**config.mk**
```make
export PLATFORM = sky130hd
export DESIGN_NAME = sixpack_frame_decoder_flat
export DESIGN_NICKNAME = d
export VERILOG_FILES = /design/src/rtl/sfd_pkg.sv /design/src/rtl/sfd_if.sv /design/src/rtl/sfd_queue.sv /design/src/rtl/sfd_front.sv /design/src/rtl/sfd_back.sv /design/src/rtl/sixpack_frame_decoder.sv /design/src/flat_wrapper.sv
export SDC_FILE = /design/constraint.sdc
export NUM_CORES = 1
export LEC_CHECK = 0
export BUFFER_PORTS_ARGS = -buffer_cell sky130_fd_sc_hd__buf_4
export CAP_MARGIN = 0
export CORE_ASPECT_RATIO = 0.5
export CORE_MARGIN = 2
export CORE_UTILIZATION = 62
export DETAILED_ROUTE_END_ITERATION = 7
export GPL_TIMING_DRIVEN = 1
export PLACE_DENSITY = 0.8
export SYNTH_ARGS = -nofsm -noshare
export SYNTH_HDL_FRONTEND = slang
export SYNTH_SLANG_ARGS = --single-unit
```
**constraint.sdc**
```tcl
create_clock -name clk_i -period 5 [get_ports clk_i]
set_clock_uncertainty 0.05 [all_clocks]
set_input_delay 0.5 -clock clk_i [delete_from_list [all_inputs] [get_ports clk_i]]
set_output_delay 0.5 -clock clk_i [all_outputs]
set_load 0.02 [all_outputs]
```
**src/rtl/sfd_pkg.sv**
```systemverilog
`timescale 1ns / 1ps

package sfd_pkg;

  // Input command codes
  typedef enum logic {
    CMD_DATA = 1'b0,
    CMD_END  = 1'b1
  } sfd_cmd_e;

  localparam int unsigned QUEUE_DEPTH = 2;
  localparam int unsigned QUEUE_AW    = (QUEUE_DEPTH > 1) ? $clog2(QUEUE_DEPTH) : 1;
  localparam int unsigned QUEUE_CW    = $clog2(QUEUE_DEPTH + 1);

  localparam logic [7:0] SUM_GOOD = 8'hFF;

  // Results a single input item can cause
  localparam int unsigned MAX_RESULTS = 3;

  typedef struct packed {
    logic [7:0] data_byte;
    logic       byte_valid;
    logic       last;
    logic       checksum_ok;
  } sfd_result_t;

  // One queue entry: the results caused by one accepted item, slot 0 first
  typedef struct packed {
    logic [1:0]                        count;
    sfd_result_t [MAX_RESULTS-1:0]     res;
  } sfd_entry_t;

endpackage

```
**src/rtl/sfd_if.sv**
```systemverilog
`timescale 1ns / 1ps

interface sfd_sextet_if;
  logic       valid;
  logic       ready;
  logic       cmd;
  logic [5:0] sextet;

  modport source (output valid, output cmd, output sextet, input ready);
  modport sink   (input valid, input cmd, input sextet, output ready);
endinterface

interface sfd_result_if;
  logic       valid;
  logic       ready;
  logic [7:0] data_byte;
  logic       byte_valid;
  logic       last;
  logic       checksum_ok;

  modport source (output valid, output data_byte, output byte_valid, output last,
                  output checksum_ok, input ready);
  modport sink   (input valid, input data_byte, input byte_valid, input last,
                  input checksum_ok, output ready);
endinterface

```
**src/rtl/sfd_queue.sv**
```systemverilog
`timescale 1ns / 1ps

module sfd_queue (
  input  logic              clk_i,
  input  logic              rst_ni,
  input  logic              push_i,
  input  sfd_pkg::sfd_entry_t push_data_i,
  output logic              full_o,
  input  logic              pop_i,
  output logic              valid_o,
  output sfd_pkg::sfd_entry_t pop_data_o
);
  import sfd_pkg::*;

  sfd_entry_t           mem_q [QUEUE_DEPTH];
  logic [QUEUE_AW-1:0]  wr_ptr_q, wr_ptr_d;
  logic [QUEUE_AW-1:0]  rd_ptr_q, rd_ptr_d;
  logic [QUEUE_CW-1:0]  count_q, count_d;
  logic                 do_push, do_pop;

  assign full_o     = (count_q == QUEUE_CW'(QUEUE_DEPTH));
  assign valid_o    = (count_q != '0);
  assign pop_data_o = mem_q[rd_ptr_q];
  assign do_push    = push_i && !full_o;
  assign do_pop     = pop_i && valid_o;

  always_comb begin
    wr_ptr_d = wr_ptr_q;
    rd_ptr_d = rd_ptr_q;
    count_d  = count_q;
    if (do_push) begin
      wr_ptr_d = (wr_ptr_q == QUEUE_AW'(QUEUE_DEPTH - 1)) ? '0 : wr_ptr_q + 1'b1;
    end
    if (do_pop) begin
      rd_ptr_d = (rd_ptr_q == QUEUE_AW'(QUEUE_DEPTH - 1)) ? '0 : rd_ptr_q + 1'b1;
    end
    if (do_push && !do_pop) begin
      count_d = count_q + 1'b1;
    end else if (do_pop && !do_push) begin
      count_d = count_q - 1'b1;
    end
  end

  always_ff @(posedge clk_i or negedge rst_ni) begin
    if (!rst_ni) begin
      wr_ptr_q <= '0;
      rd_ptr_q <= '0;
      count_q  <= '0;
    end else begin
      wr_ptr_q <= wr_ptr_d;
      rd_ptr_q <= rd_ptr_d;
      count_q  <= count_d;
    end
  end

  always_ff @(posedge clk_i) begin
    if (do_push) begin
      mem_q[wr_ptr_q] <= push_data_i;
    end
  end

  // Every stored entry holds at least one result
  assert property (@(posedge clk_i) disable iff (!rst_ni)
    push_i |-> push_data_i.count != 2'd0)
    else $error("empty entry pushed");

  assert property (@(posedge clk_i) disable iff (!rst_ni)
    count_q <= QUEUE_CW'(QUEUE_DEPTH))
    else $error("queue count overflow");

endmodule

```
**src/rtl/sfd_front.sv**
```systemverilog
`timescale 1ns / 1ps

module sfd_front (
  input  logic                clk_i,
  input  logic                rst_ni,
  sfd_sextet_if.sink          in_i,
  input  logic                queue_full_i,
  output logic                push_o,
  output sfd_pkg::sfd_entry_t push_data_o
);
  import sfd_pkg::*;

  logic [1:0] group_pos_q, group_pos_d;
  logic [5:0] partial_q [MAX_RESULTS];
  logic [7:0] held_byte_q, held_byte_d;
  logic       held_valid_q, held_valid_d;
  logic [7:0] sum_q, sum_d;

  logic       accept;
  logic [7:0] b0, b1, b2;
  logic [7:0] sum_full, sum_tail;
  sfd_entry_t entry;
  logic       want_push;

  function automatic sfd_result_t byte_res(input logic [7:0] b);
    sfd_result_t r;
    r.data_byte   = b;
    r.byte_valid  = 1'b1;
    r.last        = 1'b0;
    r.checksum_ok = 1'b0;
    return r;
  endfunction

  function automatic sfd_result_t status_res(input logic ok);
    sfd_result_t r;
    r.data_byte   = 8'h00;
    r.byte_valid  = 1'b0;
    r.last        = 1'b1;
    r.checksum_ok = ok;
    return r;
  endfunction

  assign in_i.ready = !queue_full_i;
  assign accept     = in_i.valid && in_i.ready;

  // Sextet bit layout of one group
  assign b0 = {partial_q[1][5:4], partial_q[0]};
  assign b1 = {partial_q[2][5:2], partial_q[1][3:0]};
  assign b2 = {in_i.sextet, partial_q[2][1:0]};

  assign sum_full = sum_q + b0 + b1 + b2;
  assign sum_tail = sum_q + ((group_pos_q >= 2'd2) ? b0 : 8'h00)
                          + ((group_pos_q == 2'd3) ? b1 : 8'h00);

  always_comb begin
    entry        = '0;
    want_push    = 1'b0;
    group_pos_d  = group_pos_q;
    held_byte_d  = held_byte_q;
    held_valid_d = held_valid_q;
    sum_d        = sum_q;
    case (sfd_cmd_e'(in_i.cmd))
      CMD_DATA: begin
        if (group_pos_q == 2'd3) begin
          want_push = 1'b1;
          if (held_valid_q) begin
            entry.count  = 2'd3;
            entry.res[0] = byte_res(held_byte_q);
            entry.res[1] = byte_res(b0);
            entry.res[2] = byte_res(b1);
          end else begin
            entry.count  = 2'd2;
            entry.res[0] = byte_res(b0);
            entry.res[1] = byte_res(b1);
          end
          held_byte_d  = b2;
          held_valid_d = 1'b1;
          sum_d        = sum_full;
          group_pos_d  = 2'd0;
        end else begin
          group_pos_d = group_pos_q + 2'd1;
        end
      end
      CMD_END: begin
        want_push = 1'b1;
        case (group_pos_q)
          2'd3: begin
            if (held_valid_q) begin
              entry.count  = 2'd3;
              entry.res[0] = byte_res(held_byte_q);
              entry.res[1] = byte_res(b0);
              entry.res[2] = status_res(sum_tail == SUM_GOOD);
            end else begin
              entry.count  = 2'd2;
              entry.res[0] = byte_res(b0);
              entry.res[1] = status_res(sum_tail == SUM_GOOD);
            end
          end
          2'd2: begin
            if (held_valid_q) begin
              entry.count  = 2'd2;
              entry.res[0] = byte_res(held_byte_q);
              entry.res[1] = status_res(sum_tail == SUM_GOOD);
            end else begin
              entry.count  = 2'd1;
              entry.res[0] = status_res(sum_tail == SUM_GOOD);
            end
          end
          default: begin
            // lone or no trailing sextet: held byte is dropped
            entry.count  = 2'd1;
            entry.res[0] = status_res(sum_q == SUM_GOOD);
          end
        endcase
        group_pos_d  = 2'd0;
        held_byte_d  = 8'h00;
        held_valid_d = 1'b0;
        sum_d        = 8'h00;
      end
      default: ;
    endcase
  end

  assign push_o      = accept && want_push;
  assign push_data_o = entry;

  always_ff @(posedge clk_i or negedge rst_ni) begin
    if (!rst_ni) begin
      group_pos_q  <= 2'd0;
      held_byte_q  <= 8'h00;
      held_valid_q <= 1'b0;
      sum_q        <= 8'h00;
      for (int i = 0; i < MAX_RESULTS; i++) begin
        partial_q[i] <= 6'd0;
      end
    end else if (accept) begin
      group_pos_q  <= group_pos_d;
      held_byte_q  <= held_byte_d;
      held_valid_q <= held_valid_d;
      sum_q        <= sum_d;
      if (in_i.cmd == CMD_DATA && group_pos_q != 2'd3) begin
        partial_q[group_pos_q] <= in_i.sextet;
      end
    end
  end

  // End of frame returns the decoder to its reset state
  assert property (@(posedge clk_i) disable iff (!rst_ni)
    (accept && in_i.cmd == CMD_END) |=> (group_pos_q == 2'd0 && !held_valid_q
                                          && sum_q == 8'h00))
    else $error("frame state not cleared after end of frame");

endmodule

```
**src/rtl/sfd_back.sv**
```systemverilog
`timescale 1ns / 1ps

module sfd_back (
  input  logic                clk_i,
  input  logic                rst_ni,
  input  logic                queue_valid_i,
  input  sfd_pkg::sfd_entry_t queue_data_i,
  output logic                pop_o,
  sfd_result_if.source        out_o
);
  import sfd_pkg::*;

  logic        busy_q, busy_d;
  sfd_entry_t  cur_q, cur_d;
  logic [1:0]  idx_q, idx_d;
  logic        out_xfer, last_slot, advance;
  sfd_result_t res;

  assign res       = cur_q.res[idx_q];
  assign out_xfer  = out_o.valid && out_o.ready;
  assign last_slot = (idx_q == cur_q.count - 2'd1);
  assign advance   = !busy_q || (out_xfer && last_slot);
  assign pop_o     = advance && queue_valid_i;

  assign out_o.valid       = busy_q;
  assign out_o.data_byte   = res.data_byte;
  assign out_o.byte_valid  = res.byte_valid;
  assign out_o.last        = res.last;
  assign out_o.checksum_ok = res.checksum_ok;

  always_comb begin
    busy_d = busy_q;
    cur_d  = cur_q;
    idx_d  = idx_q;
    if (advance) begin
      // load the next entry, or go idle once this one is drained
      busy_d = queue_valid_i;
      cur_d  = queue_data_i;
      idx_d  = 2'd0;
    end else if (out_xfer) begin
      idx_d = idx_q + 2'd1;
    end
  end

  always_ff @(posedge clk_i or negedge rst_ni) begin
    if (!rst_ni) begin
      busy_q <= 1'b0;
      idx_q  <= 2'd0;
    end else begin
      busy_q <= busy_d;
      idx_q  <= idx_d;
    end
  end

  always_ff @(posedge clk_i) begin
    cur_q <= cur_d;
  end

  assert property (@(posedge clk_i) disable iff (!rst_ni)
    busy_q |-> (cur_q.count != 2'd0 && idx_q < cur_q.count))
    else $error("slot index outside entry");

  // The status result is never a payload byte
  assert property (@(posedge clk_i) disable iff (!rst_ni)
    (out_o.valid && out_o.last) |-> (!out_o.byte_valid && last_slot))
    else $error("status result misplaced");

endmodule

```
**src/rtl/sixpack_frame_decoder.sv**
```systemverilog
`timescale 1ns / 1ps

// Frame decoder for 6-bit coded sextets.
// in_i carries one item per transfer: cmd selects a data sextet or the end of
// a frame. Every fourth data sextet completes a group of three bytes; the end
// of frame flushes a partial group and produces a closing status result.
// out_o carries one result per transfer: a payload byte (byte_valid high) or
// the closing status (last high, checksum_ok set when the byte sum is 0xFF).
// The final decoded byte of a frame is the checksum and is never sent.
// Throughput: the front takes one item per cycle while the queue is not full.
// One item can cause up to three results and the output sends one result per
// cycle while out_o is ready, so sustained rate is set by the result
// transfers; a two-entry queue sits between the front and the output stage.
// The first result of an item is registered in the queue and then in the
// output stage before it is offered on out_o.
// When out_o stalls, results wait in the output stage and the queue; in_i
// drops ready once the queue is full, and nothing is lost.
// Reset clears the group position, held byte and running sum; the first item
// can be taken as soon as reset is released.

module sixpack_frame_decoder (
  input  logic         clk_i,
  input  logic         rst_ni,
  sfd_sextet_if.sink   in_i,
  sfd_result_if.source out_o
);
  import sfd_pkg::*;

  logic       push, full, pop, q_valid;
  sfd_entry_t push_data, pop_data;

  sfd_front u_front (
    .clk_i        (clk_i),
    .rst_ni       (rst_ni),
    .in_i         (in_i),
    .queue_full_i (full),
    .push_o       (push),
    .push_data_o  (push_data)
  );

  sfd_queue u_queue (
    .clk_i       (clk_i),
    .rst_ni      (rst_ni),
    .push_i      (push),
    .push_data_i (push_data),
    .full_o      (full),
    .pop_i       (pop),
    .valid_o     (q_valid),
    .pop_data_o  (pop_data)
  );

  sfd_back u_back (
    .clk_i         (clk_i),
    .rst_ni        (rst_ni),
    .queue_valid_i (q_valid),
    .queue_data_i  (pop_data),
    .pop_o         (pop),
    .out_o         (out_o)
  );

endmodule
```
**src/flat_wrapper.sv**
```systemverilog
// flat-port wrapper written by rule: the top's interface ports become plain ports
module sixpack_frame_decoder_flat import sfd_pkg::*;
  (clk_i, rst_ni, in_i_valid, in_i_cmd, in_i_sextet, in_i_ready, out_o_valid, out_o_data_byte, out_o_byte_valid, out_o_last, out_o_checksum_ok, out_o_ready);
  sfd_sextet_if in_i_i ();
  sfd_result_if out_o_i ();
  input  logic clk_i;
  input  logic rst_ni;
  input wire logic [$bits(in_i_i.valid)-1:0] in_i_valid;
  input wire logic [$bits(in_i_i.cmd)-1:0] in_i_cmd;
  input wire logic [$bits(in_i_i.sextet)-1:0] in_i_sextet;
  output wire logic [$bits(in_i_i.ready)-1:0] in_i_ready;
  output wire logic [$bits(out_o_i.valid)-1:0] out_o_valid;
  output wire logic [$bits(out_o_i.data_byte)-1:0] out_o_data_byte;
  output wire logic [$bits(out_o_i.byte_valid)-1:0] out_o_byte_valid;
  output wire logic [$bits(out_o_i.last)-1:0] out_o_last;
  output wire logic [$bits(out_o_i.checksum_ok)-1:0] out_o_checksum_ok;
  input wire logic [$bits(out_o_i.ready)-1:0] out_o_ready;
  assign in_i_i.valid = in_i_valid;
  assign in_i_i.cmd = in_i_cmd;
  assign in_i_i.sextet = in_i_sextet;
  assign in_i_ready = in_i_i.ready;
  assign out_o_valid = out_o_i.valid;
  assign out_o_data_byte = out_o_i.data_byte;
  assign out_o_byte_valid = out_o_i.byte_valid;
  assign out_o_last = out_o_i.last;
  assign out_o_checksum_ok = out_o_i.checksum_ok;
  assign out_o_i.ready = out_o_ready;
  sixpack_frame_decoder u_core (.clk_i(clk_i), .rst_ni(rst_ni), .in_i(in_i_i), .out_o(out_o_i));
endmodule
```
==> load_flow_metrics.sql, run 1 <==
INSERT INTO impl_metrics (metric_group, metric, value, unit) VALUES
('status', 'status', 'finished clean', ''),
('sta', 'hold_violations', '0', ''),
('flow_run', 'cap_viol_max_count', '0', ''),
('grt', 'grt_start_max_net_pins', '45', ''),
('pwr', 'cellPowerDensity', '669.5', 'nW/um2'),
('grt', 'grt_use_total', '0.2485', ''),
('setup_path', 'ff2ff_path_depth', '13', ''),
('layout', 'finalNetCount', '564', ''),
('sta', 'setup_violations', '0', ''),
('logic_synthesis', 'syn_inst', '484', ''),
('sta', 'fin_crit', '3.927', 'ns'),
('detailed_routing', 'drc_errors', '0', ''),
('floorplanning', 'fp.dieW', '153.2', 'um'),
('floorplanning', 'fp.dieArea', '12050', 'um2'),
('clock_network', 'cts.repair.resized', '0', ''),
('clock_network', 'number_of_buffers_added_by_the_clock_tree_synthesis_step', '17', ''),
('pwr', 'ir_drop', '0.0003720', 'V'),
('sta', 'layout_worst_path_cycle_share', '0.7854', ''),
('place', 'final_hpwl_dp', '9.105', 'mm'),
('floorplanning', 'rows', '27', ''),
('floorplanning', 'io_pins', '24', ''),
('sta', 'setup_total_negative_slack', '0', 'ns'),
('place', 'postPlaceCellArea', '7217', 'um2'),
('grt', 'first_global_vias', '3941', ''),
('clock_network', 'cts_hold_repair.buffers', '0', ''),
('hold_path', 'holdCritPathClass', 'primary input to asynchronous set/reset pin', ''),
('layout', 'layout_commonest_cell', 'sky130_fd_sc_hd__edfxtp_1', ''),
('layout', 'antenna_cells_inserted', '0', ''),
('clock_network', 'tritoncts_num_sinks', '146', ''),
('logic_synthesis', 'yosys-top-cells-area', 'sky130_fd_sc_hd__edfxtp_1 44%, sky130_fd_sc_hd__dfrtp_1 16%, sky130_fd_sc_hd__mux2_2 8.3%', ''),
('detailed_routing', 'drt-total-wl', '13.96', 'mm'),
('setup_path', 'cp_data_arrival_time', '4.02', 'ns'),
('floorplanning', 'die_y', '78.62', 'um'),
('floorplanning', 'starting_density_of_the_core', '0.6327', ''),
('layout', 'design_area', '7814', 'um2'),
('sta', 'fmax', '254.6', 'MHz'),
('logic_synthesis', 'synthesis.area', '6904', 'um2'),
('logic_synthesis', 'mappedNetlistNets', '535', ''),
('logic_synthesis', 'syn_avg_cell_area', '14.26', 'um2'),
('logic_synthesis', 'ys_seq_elements', '146', ''),
('logic_synthesis', 'synth_top_area_frac', '0.4436', ''),
('detailed_routing', 'route.detailed.vias_per_inst', '5.946', ''),
('floorplanning', 'core_area', '10910', 'um2'),
('setup_path', 'cp.required', '5.10', 'ns'),
('grt', 'grt_pass1_wl', '22.04', 'mm'),
('logic_synthesis', 'synth.distinct_cells', '45', ''),
('grt', 'total_gr_overflow', '0', ''),
('place', 'portBuffers', '23', ''),
('logic_synthesis', 'cell_type_with_the_largest_total_area_after_synthesis', 'sky130_fd_sc_hd__edfxtp_1', ''),
('clock_network', 'htree_num_levels', '4', ''),
('sta', 'report.final.slew_viol_count', '0', ''),
('setup_path', 'crit_path_start', 'u_core.u_front.group_pos_q[1]', ''),
('sta', 'max_slew.worst_pin.slew', '0.9122', 'ns'),
('grt', 'grt_antenna_before_repair', '0', ''),
('layout', 'area_delta_synth_final', '13.17', '%'),
('setup_path', 'critical_path.startpoint_type', 'register', ''),
('setup_path', 'rrSetupSlack', '1.07', 'ns'),
('setup_path', 'worst_setup_path_end_kind', 'register', ''),
('clock_network', 'cts.reportedPaths.clkPinSlew', '0.07', 'ns'),
('sta', 'rsz0062_at_grt', 'no', ''),
('setup_path', 'criticalPathCategory', 'register to register', ''),
('clock_network', 'insertion_delay', '0.42', 'ns'),
('setup_path', 'regToRegStartpoint', 'u_core.u_front.group_pos_q[1]', ''),
('detailed_routing', 'initial_drc_count', '352', ''),
('layout', 'layout.cells.most_common_list', '102 x sky130_fd_sc_hd__edfxtp_1, 51 x sky130_fd_sc_hd__mux2_2, 44 x sky130_fd_sc_hd__dfrtp_1', ''),
('detailed_routing', 'drt_pass_1_iters', '5', ''),
('clock_network', 'tritoncts_clock_tree', 'done', ''),
('setup_path', 'path_max_fanout', '28', ''),
('clock_network', 'clk_path_buf_depth', '2', ''),
('place', 'routability_congestion_estimate_from_global_placement', '0.8959', ''),
('setup_path', 'worst_r2r_endpoint', 'u_core.u_queue.mem_q[0][0]', '');
critical path, cell delays in order (launching register included):
cell and delay (ns):
sky130_fd_sc_hd__dfrtp_1 0.43, sky130_fd_sc_hd__ha_1 0.77, sky130_fd_sc_hd__nand2_1 0.15, sky130_fd_sc_hd__fa_1 0.46
sky130_fd_sc_hd__inv_1 0.07, sky130_fd_sc_hd__ha_1 0.16, sky130_fd_sc_hd__inv_1 0.06, sky130_fd_sc_hd__fa_1 0.37
sky130_fd_sc_hd__nor2b_1 0.17, sky130_fd_sc_hd__o21ai_0 0.15, sky130_fd_sc_hd__and3_1 0.22, sky130_fd_sc_hd__o2111ai_1 0.33
sky130_fd_sc_hd__o21bai_1 0.17, sky130_fd_sc_hd__a21oi_1 0.11
how the worst min path moves through the flow:
stage                     slack, ns                            end  depth (start not counted)                           from
final                          0.03         u_core.u_back.idx_q[1]                          1                         rst_ni
after global routing           0.07         u_core.u_back.idx_q[1]                          1                         rst_ni
after CTS                      0.06         u_core.u_back.idx_q[1]                          1                         rst_ni
after detailed placement       0.45  u_core.u_front.held_byte_q[4]                          1  u_core.u_front.held_byte_q[4]
after global placement         0.45  u_core.u_front.held_byte_q[4]                          1  u_core.u_front.held_byte_q[4]
after floorplan                0.15         u_core.u_back.idx_q[0]                          0                         rst_ni
Yosys cell counts, drive strengths merged:
| library cell | count |
|---|---|
| mux2i | 12 |
| nor3b | 1 |
| mux2 | 52 |
| a32o | 8 |
| dfrtp | 44 |
| nand3 | 3 |
| and3 | 2 |
| nor2b | 13 |
| nor4 | 1 |
| o21bai | 3 |
| a21o | 6 |
| o21ai | 22 |
| o21a | 1 |
| a21oi | 8 |
| and2 | 11 |
| a211oi | 1 |
| nand4 | 2 |
| a21boi | 1 |
| xor2 | 8 |
| a22o | 9 |
| nand2b | 5 |
| edfxtp | 102 |
| or2 | 1 |
| o2111ai | 1 |
| inv | 28 |
| or4 | 1 |
| nor2 | 10 |
| o211ai | 1 |
| fa | 22 |
| ha | 18 |
| nor3 | 2 |
| xnor2 | 14 |
| o22ai | 2 |
| nand2 | 43 |
| clkbuf | 9 |
| buf | 9 |
| a22oi | 8 |
final cells by class:
type,count,area [um2]
multi-input cells,292,2556
inverters,28,105.1
well taps,145,181.4
flip-flops and latches,146,4164
fillers,696,3098
clock buffers,18,429.2
repair buffers,28,210.2
clock inverters,14,167.7
where the power goes:
part	internal (mW)	switching (mW)	total (mW)
Clock	0.752	0.524	1.28
Sequential	1.69	0.326	2.01
Combinational	0.894	1.05	1.94
Total	3.33	1.90	5.23
metal layers:
layer / GRT usage / routed length [um] / vias to the layer above
li1: - / - / 1810
met1: 0.3762 / 6498 / 2041
met2: 0.3754 / 6607 / 125
met3: 0.03755 / 693 / 14
met4: 0.08241 / 163 / 0
met5: 0 / 0 / -
per-stage QoR:
step	power (mW)	setup slack (ns)	util	std cells	hold slack [ns]
after floorplan	3.390	1.478	-	484	0.1544
after global placement	3.896	1.355	0.6614	639	0.4467
after detailed placement	3.963	1.205	0.6614	639	0.4495
after CTS	5.251	1.112	0.7161	671	0.05853
after global routing	5.575	0.7914	0.7161	671	0.07273
final	5.231	1.073	0.7161	671	0.02638
logic make-up (layout without fill, tap and decap cells):
group                      Yosys count  in the layout  share of synthesized area
and+or+nand+nor                     95             95                    0.07177
AOI/OAI and AO/OA                   71             71                    0.07159
muxes                               64             64                     0.1022
buffers and inverters               46             88                    0.02700
adders and majority gates           40             40                    0.09641
xor gates and xnor gates            22             22                    0.02791
DFF                                146            146                     0.6031
state kept, by name, summed over array words and instances, names as in the netlist:
register / flops
u_core.u_back.out_o.valid: 1
u_core.u_queue.rd_ptr_q: 1
u_core.u_back.idx_q: 2
u_core.u_front.sum_q: 8
u_core.u_front.group_pos_q: 2
u_core.u_queue.wr_ptr_q: 1
u_core.u_queue.mem_q: 68
u_core.u_front.b0: 8
u_core.u_queue.count_q: 2
u_core.u_front.b2: 2
u_core.u_front.held_valid_q: 1
u_core.u_back.cur_q: 34
u_core.u_front.held_byte_q: 8
u_core.u_front.b1: 8
Power figures use the tool's default switching activity.
==> run 2: changes to the inputs <==
- CORE_UTILIZATION: 62 -> 56
- PLACE_DENSITY: 0.8 -> 0.76
- clock period: 5 -> 3.42 ns (I/O delays scaled with it)
==> run 2 against run 1 <==
Against the previous run: clock power rose by 37%; combinational power up 58%; critical endpoint is now u_core.u_queue.mem_q[1][0]; die area grew 10%; global-route usage down 2.6 points; critical path type unchanged; sequential power increased by 40%; utilization is 4.8 points lower; via count is 0.60% lower; total power grew 46%; sequential share of layout area decreased by 0.98 points; largest power group is now combinational logic; routed wire length fell by 2.3%.
==> load_flow_metrics.sql, run 2 (synthesis results as in run 1) <==
INSERT INTO impl_metrics (metric_group, metric, value, unit) VALUES
('setup_path', 'worst_setup_path_end_kind', 'register', ''),
('sta', 'worst_hold_slack', '0.1410', 'ns'),
('grt', 'first_global_vias', '3876', ''),
('setup_path', 'critical_path.startpoint_type', 'register', ''),
('layout', 'layout.cells.most_common_list', '102 x sky130_fd_sc_hd__edfxtp_1, 51 x sky130_fd_sc_hd__mux2_2, 43 x sky130_fd_sc_hd__dfrtp_1', ''),
('detailed_routing', 'initial_drc_count', '309', ''),
('pwr', 'p_int', '4.879', 'mW'),
('status', 'status', 'finished clean', ''),
('floorplanning', 'rows', '28', ''),
('floorplanning', 'core_area', '11910', 'um2'),
('clock_network', 'tritoncts_clock_tree', 'done', ''),
('grt', 'total_gr_overflow', '0', ''),
('setup_path', 'rrSetupSlack', '0.18', 'ns'),
('pwr', 'leakage', '3.173', 'nW'),
('setup_path', 'criticalPathCategory', 'register to register', ''),
('sta', 'max_slew.worst_pin.slew', '0.7799', 'ns'),
('pwr', 'power.share.combinational', '0.401', ''),
('pwr', 'cellPowerDensity', '959.5', 'nW/um2'),
('layout', 'finalNetCount', '579', ''),
('sta', 'layout_worst_path_cycle_share', '0.9466', ''),
('layout', 'multiInputGateArea', '2590', 'um2'),
('place', 'final_hpwl_dp', '9.058', 'mm'),
('clock_network', 'cts.reportedPaths.clkPinSlew', '0.06', 'ns'),
('layout', 'registers.top_by_ff_count', 'u_core.u_queue.mem_q', ''),
('detailed_routing', 'drc_errors', '0', ''),
('floorplanning', 'fp.dieArea', '13290', 'um2'),
('layout', 'layout_commonest_cell', 'sky130_fd_sc_hd__edfxtp_1', ''),
('place', 'dpl_worst_slack', '0.01501', 'ns'),
('layout', 'design_area', '7963', 'um2'),
('detailed_routing', 'final_antenna_net_count', '0', ''),
('sta', 'report.final.slew_viol_count', '0', ''),
('pwr', 'pwr-share-seq', '0.369', ''),
('layout', 'largestRegisters', 'u_core.u_queue.mem_q (68), u_core.u_back.cur_q (34)', ''),
('detailed_routing', 'route.detailed.vias_per_inst', '5.618', ''),
('floorplanning', 'io_pins', '24', ''),
('place', 'postPlaceCellArea', '7358', 'um2'),
('pwr', 'net-switching-power', '2.761', 'mW'),
('layout', 'largest_register_ffs', '68', ''),
('sta', 'hold_violations', '0', ''),
('clock_network', 'clk_path_buf_depth', '2', ''),
('detailed_routing', 'drt-total-wl', '13.64', 'mm'),
('setup_path', 'path_max_fanout', '7', ''),
('sta', 'setup_ws', '0.1828', 'ns'),
('grt', 'grt_start_max_net_pins', '45', ''),
('pwr', 'ir_drop', '0.0004591', 'V'),
('floorplanning', 'starting_density_of_the_core', '0.5796', ''),
('grt', 'grt_pass1_wl', '21.41', 'mm'),
('detailed_routing', 'routedWlPerCell', '19.32', 'um'),
('sta', 'setup_violations', '0', ''),
('place', 'routability_congestion_estimate_from_global_placement', '0.8195', ''),
('sta', 'fin_crit', '3.237', 'ns'),
('place', 'portBuffers', '23', ''),
('setup_path', 'cp.required', '3.64', 'ns'),
('sta', 'setup_total_negative_slack', '0', 'ns'),
('pwr', 'design_power_total', '7.640', 'mW'),
('layout', 'antenna_cells_inserted', '0', ''),
('grt', 'grt_use_total', '0.2230', ''),
('detailed_routing', 'drt_pass_1_iters', '5', ''),
('layout', 'drive_gt1_frac', '0.2532', ''),
('layout', 'fillers', '818', ''),
('clock_network', 'tritoncts_num_sinks', '146', ''),
('setup_path', 'cp_data_arrival_time', '3.46', 'ns'),
('clock_network', 'insertion_delay', '0.43', 'ns'),
('floorplanning', 'fp.dieW', '161.0', 'um'),
('clock_network', 'htree_num_levels', '4', ''),
('floorplanning', 'die_y', '82.52', 'um'),
('clock_network', 'root_buffer', 'sky130_fd_sc_hd__clkbuf_16', ''),
('layout', 'sequential_cell_area', '4165', 'um2'),
('pwr', 'swShare', '0.3614', ''),
('sta', 'fmax', '308.9', 'MHz'),
('hold_path', 'holdCritPathClass', 'primary input to register', ''),
('clock_network', 'number_of_buffers_added_by_the_clock_tree_synthesis_step', '17', ''),
('grt', 'grt_antenna_before_repair', '0', ''),
('layout', 'area_delta_synth_final', '15.33', '%'),
('flow_run', 'cap_viol_max_count', '0', ''),
('pwr', 'clkPwrFrac', '0.230', ''),
('sta', 'slew_headroom', '0.4782', ''),
('detailed_routing', 'vias', '3966', '');
run 2: path summary, 6_finish.rpt:
check	start	to	cells past startpoint
min in group asynchronous	rst_ni	u_core.u_front.b2[0]	2
max in group asynchronous	rst_ni	u_core.u_front.b0[1]	2
hold reg to reg	u_core.u_queue.wr_ptr_q	u_core.u_queue.wr_ptr_q	1
setup reg to reg	u_core.u_front.group_pos_q[0]	u_core.u_queue.mem_q[1][0]	15
hold / removal	in_i_sextet[4]	u_core.u_front.held_byte_q[6]	2
setup / recovery	u_core.u_front.group_pos_q[0]	u_core.u_queue.mem_q[1][0]	15
run 2: final cells by class:
cell class	instances	area share
clock buffers	19	0.05437
clock inverters	13	0.01571
inverters	28	0.01320
multi-input cells	292	0.3253
flip-flops and latches	146	0.5231
well taps	165	0.02593
repair buffers	43	0.04243
run 2: worst max-delay path: stages (launching register included):
cell	delay (ns)
sky130_fd_sc_hd__dfrtp_1	0.34
sky130_fd_sc_hd__inv_1	0.06
sky130_fd_sc_hd__ha_1	0.21
sky130_fd_sc_hd__or2_4	0.27
sky130_fd_sc_hd__nand2_2	0.09
sky130_fd_sc_hd__fa_1	0.40
sky130_fd_sc_hd__inv_1	0.06
sky130_fd_sc_hd__ha_1	0.16
sky130_fd_sc_hd__inv_1	0.06
sky130_fd_sc_hd__fa_2	0.33
sky130_fd_sc_hd__nor2b_1	0.14
sky130_fd_sc_hd__nor4_1	0.24
sky130_fd_sc_hd__and3_1	0.20
sky130_fd_sc_hd__o2111ai_2	0.14
sky130_fd_sc_hd__o21bai_4	0.20
sky130_fd_sc_hd__a21oi_2	0.13
run 2: what timing repair did:
action                                 CTS  global route
endpoints found under the hold margin   44             0
setup buffers                            0             1
hold buffers                             1             0
gates resized for setup                  0             8
setup endpoints to repair                0             7
run 2: per-stage QoR:
stage          cells  utilization
2_1_floorplan    484            -
3_3_place_gp     672       0.6178
3_5_place_dp     672       0.6178
4_1_cts          705       0.6654
5_1_grt          706       0.6685
6_report         706       0.6685
run 2: per-layer routing:
layer | vias to the layer above | share of wire | track usage
met3 | 19 | 0.056 | 0.04845
met2 | 141 | 0.44 | 0.3391
met1 | 1973 | 0.49 | 0.3227
li1 | 1833 | - | -
met5 | - | 0 | 0
met4 | 0 | 0.015 | 0.08125
run 2: power by group through the flow:
stage / Clock [mW] / Combinational [mW] / Sequential [mW]
global placement: 0 / 2.96 / 2.82
floorplan: 0 / 2.23 / 2.74
CTS: 1.78 / 3.05 / 2.82
detailed placement: 0 / 3.02 / 2.84
global route: 1.85 / 3.40 / 2.87
finish: 1.76 / 3.06 / 2.82
